**config.mk**
```make
export PLATFORM = sky130hd
export DESIGN_NAME = utf8_text_field_validator_unit
export DESIGN_NICKNAME = d
export VERILOG_FILES = /design/src/utvf_pkg.sv /design/src/utvf_field_check.sv /design/src/utvf_result_reg.sv /design/src/utf8_text_field_validator_unit.sv
export SDC_FILE = /design/constraint.sdc
export NUM_CORES = 1
export LEC_CHECK = 0
export BUFFER_PORTS_ARGS = -buffer_cell sky130_fd_sc_hd__buf_2
export CAP_MARGIN = 20
export CORE_MARGIN = 3
export CORE_UTILIZATION = 50
export DETAILED_ROUTE_END_ITERATION = 12
export GPL_TIMING_DRIVEN = 0
export PLACE_DENSITY = 0.71
export SYNTH_ARGS = -nofsm -noshare
export SYNTH_HDL_FRONTEND = slang
export SYNTH_HIERARCHICAL = 1
export SYNTH_SLANG_ARGS = --single-unit
export TNS_END_PERCENT = 5
```
**constraint.sdc**
```tcl
create_clock -name clk -period 2.3 [get_ports clk]
set_input_delay 0.46 -clock clk [delete_from_list [all_inputs] [get_ports clk]]
set_output_delay 0.46 -clock clk [all_outputs]
set_load 0.05 [all_outputs]
```
**src/utvf_pkg.sv**
```systemverilog
package utvf_pkg;

	// Status codes reported at the end of a field.
	localparam logic [1:0] STATUS_OK      = 2'd0;
	localparam logic [1:0] STATUS_EMPTY   = 2'd1;
	localparam logic [1:0] STATUS_BAD_ENC = 2'd2;
	localparam logic [1:0] STATUS_CONTROL = 2'd3;

	// Allowed ranges for the next continuation byte.
	localparam logic [2:0] WIN_NORMAL = 3'd0;
	localparam logic [2:0] WIN_A0_BF  = 3'd1;
	localparam logic [2:0] WIN_80_9F  = 3'd2;
	localparam logic [2:0] WIN_90_BF  = 3'd3;
	localparam logic [2:0] WIN_80_8F  = 3'd4;

	// Byte values that bound the lead and continuation ranges.
	localparam logic [7:0] BYTE_CONT_LO  = 8'h80;
	localparam logic [7:0] BYTE_CONT_HI  = 8'hBF;
	localparam logic [7:0] BYTE_LEAD2_LO = 8'hC2;
	localparam logic [7:0] BYTE_LEAD2_HI = 8'hDF;
	localparam logic [7:0] BYTE_LEAD3_LO = 8'hE0;
	localparam logic [7:0] BYTE_LEAD3_HI = 8'hEF;
	localparam logic [7:0] BYTE_SURR     = 8'hED;
	localparam logic [7:0] BYTE_LEAD4_LO = 8'hF0;
	localparam logic [7:0] BYTE_LEAD4_HI = 8'hF4;
	localparam logic [7:0] BYTE_A0       = 8'hA0;
	localparam logic [7:0] BYTE_9F       = 8'h9F;
	localparam logic [7:0] BYTE_90       = 8'h90;
	localparam logic [7:0] BYTE_8F       = 8'h8F;
	localparam logic [7:0] BYTE_SPACE    = 8'h20;
	localparam logic [7:0] BYTE_DEL      = 8'h7F;

	// One item held in the input stage and handed to the field checker.
	typedef struct packed {
		logic       valid;
		logic [7:0] char_byte;
		logic       end_of_string;
	} item_t;

endpackage

```
**src/utvf_field_check.sv**
```systemverilog
module utvf_field_check (
	input  logic             clk,
	input  logic             arst_n,
	input  utvf_pkg::item_t  item,
	input  logic             advance,
	output logic [1:0]       status
);

	logic       seen_q;
	logic [1:0] expected_q;
	logic [2:0] window_q;
	logic       enc_err_q;
	logic       ctl_err_q;

	logic [7:0] lo;
	logic [7:0] hi;
	logic       in_win;
	logic       is_ctl;
	logic       step;

	// Bounds of the current continuation window.
	always_comb begin
		lo = utvf_pkg::BYTE_CONT_LO;
		hi = utvf_pkg::BYTE_CONT_HI;
		unique case (window_q)
			utvf_pkg::WIN_A0_BF: lo = utvf_pkg::BYTE_A0;
			utvf_pkg::WIN_80_9F: hi = utvf_pkg::BYTE_9F;
			utvf_pkg::WIN_90_BF: lo = utvf_pkg::BYTE_90;
			utvf_pkg::WIN_80_8F: hi = utvf_pkg::BYTE_8F;
			default: ;
		endcase
	end

	assign in_win = (item.char_byte >= lo) && (item.char_byte <= hi);
	assign is_ctl = (item.char_byte < utvf_pkg::BYTE_SPACE) ||
		(item.char_byte == utvf_pkg::BYTE_DEL);
	assign step = item.valid && advance;

	// Status of the field as it stands, in priority order.
	always_comb begin
		if (!seen_q) begin
			status = utvf_pkg::STATUS_EMPTY;
		end else if (enc_err_q || (expected_q != 2'd0)) begin
			status = utvf_pkg::STATUS_BAD_ENC;
		end else if (ctl_err_q) begin
			status = utvf_pkg::STATUS_CONTROL;
		end else begin
			status = utvf_pkg::STATUS_OK;
		end
	end

	// Per-byte state update; the terminator returns everything to reset.
	always_ff @(posedge clk or negedge arst_n) begin
		if (!arst_n) begin
			seen_q     <= 1'b0;
			expected_q <= 2'd0;
			window_q   <= utvf_pkg::WIN_NORMAL;
			enc_err_q  <= 1'b0;
			ctl_err_q  <= 1'b0;
		end else if (step) begin
			if (item.end_of_string) begin
				seen_q     <= 1'b0;
				expected_q <= 2'd0;
				window_q   <= utvf_pkg::WIN_NORMAL;
				enc_err_q  <= 1'b0;
				ctl_err_q  <= 1'b0;
			end else begin
				seen_q <= 1'b1;
				if (is_ctl) begin
					ctl_err_q <= 1'b1;
				end
				if (expected_q != 2'd0) begin
					// Continuation byte of an open sequence.
					window_q <= utvf_pkg::WIN_NORMAL;
					if (in_win) begin
						expected_q <= expected_q - 2'd1;
					end else begin
						expected_q <= 2'd0;
						enc_err_q  <= 1'b1;
					end
				end else if (item.char_byte < utvf_pkg::BYTE_CONT_LO) begin
					// Plain ASCII byte leaves the sequence state alone.
				end else if ((item.char_byte >= utvf_pkg::BYTE_LEAD2_LO) &&
						(item.char_byte <= utvf_pkg::BYTE_LEAD2_HI)) begin
					expected_q <= 2'd1;
					window_q   <= utvf_pkg::WIN_NORMAL;
				end else if ((item.char_byte >= utvf_pkg::BYTE_LEAD3_LO) &&
						(item.char_byte <= utvf_pkg::BYTE_LEAD3_HI)) begin
					expected_q <= 2'd2;
					if (item.char_byte == utvf_pkg::BYTE_LEAD3_LO) begin
						window_q <= utvf_pkg::WIN_A0_BF;
					end else if (item.char_byte == utvf_pkg::BYTE_SURR) begin
						window_q <= utvf_pkg::WIN_80_9F;
					end else begin
						window_q <= utvf_pkg::WIN_NORMAL;
					end
				end else if ((item.char_byte >= utvf_pkg::BYTE_LEAD4_LO) &&
						(item.char_byte <= utvf_pkg::BYTE_LEAD4_HI)) begin
					expected_q <= 2'd3;
					if (item.char_byte == utvf_pkg::BYTE_LEAD4_LO) begin
						window_q <= utvf_pkg::WIN_90_BF;
					end else if (item.char_byte == utvf_pkg::BYTE_LEAD4_HI) begin
						window_q <= utvf_pkg::WIN_80_8F;
					end else begin
						window_q <= utvf_pkg::WIN_NORMAL;
					end
				end else begin
					// Stray continuation or out-of-range lead byte.
					enc_err_q <= 1'b1;
				end
			end
		end
	end

endmodule

```
**src/utvf_result_reg.sv**
```systemverilog
module utvf_result_reg (
	input  logic       clk,
	input  logic       arst_n,
	input  logic       load,
	input  logic [1:0] status,
	output logic       free,
	output logic       status_valid,
	input  logic       status_ready,
	output logic [1:0] status_code
);

	logic       valid_q;
	logic [1:0] code_q;

	// The slot can take a new status when empty or when its transfer completes.
	assign free = !valid_q || status_ready;

	always_ff @(posedge clk or negedge arst_n) begin
		if (!arst_n) begin
			valid_q <= 1'b0;
		end else if (free) begin
			valid_q <= load;
		end
	end

	always_ff @(posedge clk) begin
		if (free && load) begin
			code_q <= status;
		end
	end

	assign status_valid = valid_q;
	assign status_code  = code_q;

endmodule

```
**src/utf8_text_field_validator_unit.sv**
```systemverilog
// Strict UTF-8 and control-character check of a text field delivered one
// byte per transfer and closed by a terminator transfer (end_of_string high).
// Byte transfers are taken back to back unless the input stalls; only the
// terminator yields a result, one status_code, which passes through the input
// register and then the result register. Codes: 0 ok, 1 empty, 2 invalid
// UTF-8 (including a sequence cut off at the end), 3 control byte. The
// input stalls only while a terminator waits behind a status that has not
// yet been taken; a field's state clears at its terminator.
module utf8_text_field_validator_unit (
	input  logic       clk,
	input  logic       arst_n,
	input  logic       char_valid,
	output logic       char_ready,
	input  logic [7:0] char_byte,
	input  logic       end_of_string,
	output logic       status_valid,
	input  logic       status_ready,
	output logic [1:0] status_code
);

	utvf_pkg::item_t item_s1;
	logic            advance;
	logic            out_free;
	logic [1:0]      status;

	// A byte always moves on; a terminator needs room in the result register.
	assign advance    = !item_s1.end_of_string || out_free;
	assign char_ready = !item_s1.valid || advance;

	// Input register.
	always_ff @(posedge clk or negedge arst_n) begin
		if (!arst_n) begin
			item_s1 <= '0;
		end else if (char_ready) begin
			item_s1.valid         <= char_valid;
			item_s1.char_byte     <= char_byte;
			item_s1.end_of_string <= end_of_string;
		end
	end

	utvf_field_check u_check (
		.clk     (clk),
		.arst_n  (arst_n),
		.item    (item_s1),
		.advance (advance),
		.status  (status)
	);

	utvf_result_reg u_result (
		.clk          (clk),
		.arst_n       (arst_n),
		.load         (item_s1.valid && item_s1.end_of_string),
		.status       (status),
		.free         (out_free),
		.status_valid (status_valid),
		.status_ready (status_ready),
		.status_code  (status_code)
	);

endmodule

```
==> flow_metrics.py <==
metrics = {
    "run_status": {
        "status": "finished clean",
    },
    "clocking": {
        "cts_tree": "yes",
        "clk_latency_ps": 310,
        "ctsResizeCount": 0,
        "cts_root_buf": "clkbuf_4",
        "cts_buffers": 3,
        "cts.sinks": 21,
        "cts_max_path_buffers": 2,
        "ctsHoldBuffers": 0,
        "post_cts_buffers": 0,
        "htreeDepth": 1,
        "clk_pin_slew_ps": 120,
    },
    "critical_path": {
        "cp_data_required_time_ps": 2500,
        "cpPeakStageDelay_ps": 430,
        "cp_cell_sequence": "or3b_1, ha_1, and2_1, a311oi_2, nor4_1, a211oi_1",
        "path_buf_inv": 0,
        "r2r_slack_ps": 240,
        "cp-start-kind": "register",
        "critPathKind": "register to register",
        "cpLargestDelayFamily": "simple AND/OR/NAND/NOR gates",
        "endpoint_kind": "register",
        "r2r_end": "u_check/enc_err_q",
        "path_max_fanout": 5,
        "reg2reg_from": "u_check/window_q[2]",
        "worst_ep_arrival_time_ps": 2260,
        "rr_worst_depth": 6,
        "crit_cells": 6,
        "cp_slowest_cell": "dfrtp_1",
    },
    "placement": {
        "routabilityCongestion": 0.746,
        "hpwl_um": 1850,
        "port_buffers": 16,
    },
    "route": {
        "drt-wirelength-per-cell_um": 15.4,
        "first_pass_iters": 7,
        "vias_per_cell": 5.96,
        "first_iter_violations": 29,
        "route.vias.total": 954,
        "drcViolationCount": 0,
        "final_antenna_net_count": 0,
        "wl_um": 2460,
    },
    "logic_synthesis": {
        "yosys_warnings": 6,
        "yosysSeqAreaShare": 0.431,
        "synth_cell_types": 46,
        "syn_inst": 112,
        "ys_ff_latch": 21,
        "syn_nets": 130,
        "netlist_area_um2": 1240,
        "syn_area_per_cell_um2": 11.1,
    },
    "sta": {
        "relSlewSlack": 0.716,
        "slew_violations": 0,
        "fin_tns_setup_ps": 0,
        "rsz0062_at_grt": "no",
        "setup_violations": 0,
        "hold_viol_final": 0,
        "fin_crit_sh": 0.894,
        "tightest_slew_ps": 426,
        "skew_ps": 7.61,
        "period_minus_slack_ps": 2060,
        "fmax_ghz": 0.487,
    },
    "power": {
        "clkPwrFrac": 0.201,
        "switching_power_uw": 303,
        "internal_power_uw": 596,
        "sw_frac_of_total": 0.337,
        "power.density_nw_per_um2": 649,
        "peakVddDrop_mv": 0.412,
        "p_total_uw": 899,
        "combPwrFrac": 0.281,
        "seqPwrFrac": 0.518,
        "leakagePower_nw": 0.666,
    },
    "worst_hold_path": {
        "hold_path.class": "input port to async pin",
    },
    "final_layout": {
        "final_nets": 151,
        "final_cell_mix": "dfrtp_1 (19), buf_2 (16), mux2_4 (7), nor2_1 (7), inv_1 (6)",
        "drive_gt1_frac": 0.258,
        "final_common_cell": "dfrtp_1",
        "antennaDiodeCount": 0,
        "syn_to_final_growth_pct": 11.4,
    },
    "flow_run": {
        "cap_violations": 0,
    },
    "die": {
        "core_um2": 2280,
        "start_util": 0.546,
        "fp-row-count": 17,
        "chipHeight_um": 55.9,
        "die_x_um": 55.9,
        "ios": 17,
        "design.die.area_um2": 3120,
    },
    "global_route": {
        "grt_max_degree": 20,
        "grtUsageMet2": 0.282,
        "grt-busiest-layer": "met2",
        "grtUsageMet1": 0.218,
        "antenna_found_initial": 0,
        "grt-ovfl-total": 0,
        "grt_usage": 0.169,
        "grt_first_pass_wirelength_um": 4190,
        "grt_pass1_vias": 936,
        "use_met3": 0.0302,
    },
}
==> state kept, by name (all words and copies together) (netlist names) <==
name,count
item_s1,10
u_check/ctl_err_q,1
u_check/enc_err_q,1
u_check/expected_q,2
u_check/seen_q,1
u_check/window_q,3
u_result/status_code,2
u_result/status_valid,1
==> layer usage <==
layer,share of wire,routed length (um)
met1,0.44,1070
met2,0.48,1180
met3,0.065,160
met4,0.019,46
met5,0,0
==> synthesized netlist by cell type (all sizes together) <==
cell type	instances	area [um2]
dfrtp	19	475
mux2	10	139
nor2	7	26.3
inv	6	22.5
ha	5	62.6
nor3	5	25.0
a21oi	4	20.0
nand2	4	15.0
nand3	4	20.0
and2	3	22.5
and3	3	18.8
nand2b	3	26.3
o21ai	3	15.0
or2b	3	22.5
a2bb2oi	2	17.5
edfxtp	2	60.1
nor2b	2	12.5
nor3b	2	15.0
nor4	2	18.8
or3	2	12.5
or3b	2	17.5
a2111oi	1	8.76
a211oi	1	7.51
a21o	1	7.51
a221o	1	10.0
a22oi	1	7.51
a311oi	1	15.0
a31oi	1	6.26
a32o	1	10.0
and3b	1	8.76
and4	1	8.76
buf	1	11.3
nand3b	1	20.0
nand4	1	6.26
o2111ai	1	8.76
o211ai	1	7.51
o21a	1	7.51
o2bb2ai	1	8.76
o31a	1	8.76
xnor2	1	8.76
==> power groups by stage <==
| stage | Sequential (mW) | Combinational, mW | Clock [mW] |
|---|---|---|---|
| CTS | 0.466 | 0.250 | 0.184 |
| global placement | 0.470 | 0.237 | 0 |
| detailed placement | 0.474 | 0.248 | 0 |
| global route | 0.473 | 0.277 | 0.207 |
| finish | 0.465 | 0.253 | 0.181 |
| floorplan | 0.479 | 0.169 | 0 |
==> final cells by class <==
cell class | instances | area, um2
Fill cell | 198 | 892
Clock buffer | 4 | 26.3
Buffer | 1 | 11.3
Sequential cell | 21 | 536
Tap cell | 28 | 35.0
Inverter | 6 | 22.5
Timing Repair Buffer | 16 | 80.1
Multi-Input combinational cell | 84 | 673
==> through the flow <==
stage               setup slack [ps]  utilization  area, um2  std cells  hold WS (ps)
finish                           245        0.608       1380        160          67.0
global route                     117        0.608       1380        160          87.2
global placement                 359        0.596       1360        156           419
floorplan                        456            -       1240        112           164
detailed placement               255        0.596       1360        156           427
CTS                              232        0.608       1380        160          83.5
==> worst max path at each step <==
| stage | slack [ps] | start | to |
|---|---|---|---|
| floorplan | 460 | u_check/window_q[2] | u_check/enc_err_q |
| global placement | 360 | u_check/window_q[2] | u_check/enc_err_q |
| detailed placement | 260 | u_check/window_q[2] | u_check/enc_err_q |
| CTS | 230 | u_check/window_q[2] | u_check/enc_err_q |
| global route | 120 | u_check/window_q[2] | u_check/enc_err_q |
| finish | 240 | u_check/window_q[2] | u_check/enc_err_q |
==> worst reg2reg max path: stages (launching register included) <==
cell	delay [ps]
dfrtp_1	430
or3b_1	390
ha_1	290
and2_1	150
a311oi_2	350
nor4_1	90
a211oi_1	260
==> cells by family (layout without fill, tap and decap cells) <==
| group | count (synthesis) | count (layout) | share of synthesized area |
|---|---|---|---|
| compound gates | 22 | 22 | 0.134 |
| flops | 21 | 21 | 0.431 |
| simple gates | 46 | 46 | 0.239 |
| fa+ha+maj | 5 | 5 | 0.0504 |
| mux | 10 | 10 | 0.112 |
| buf+inv | 7 | 27 | 0.0272 |
| xor+xnor | 1 | 1 | 0.00705 |
Note: power is estimated with default switching activity, not from simulation.
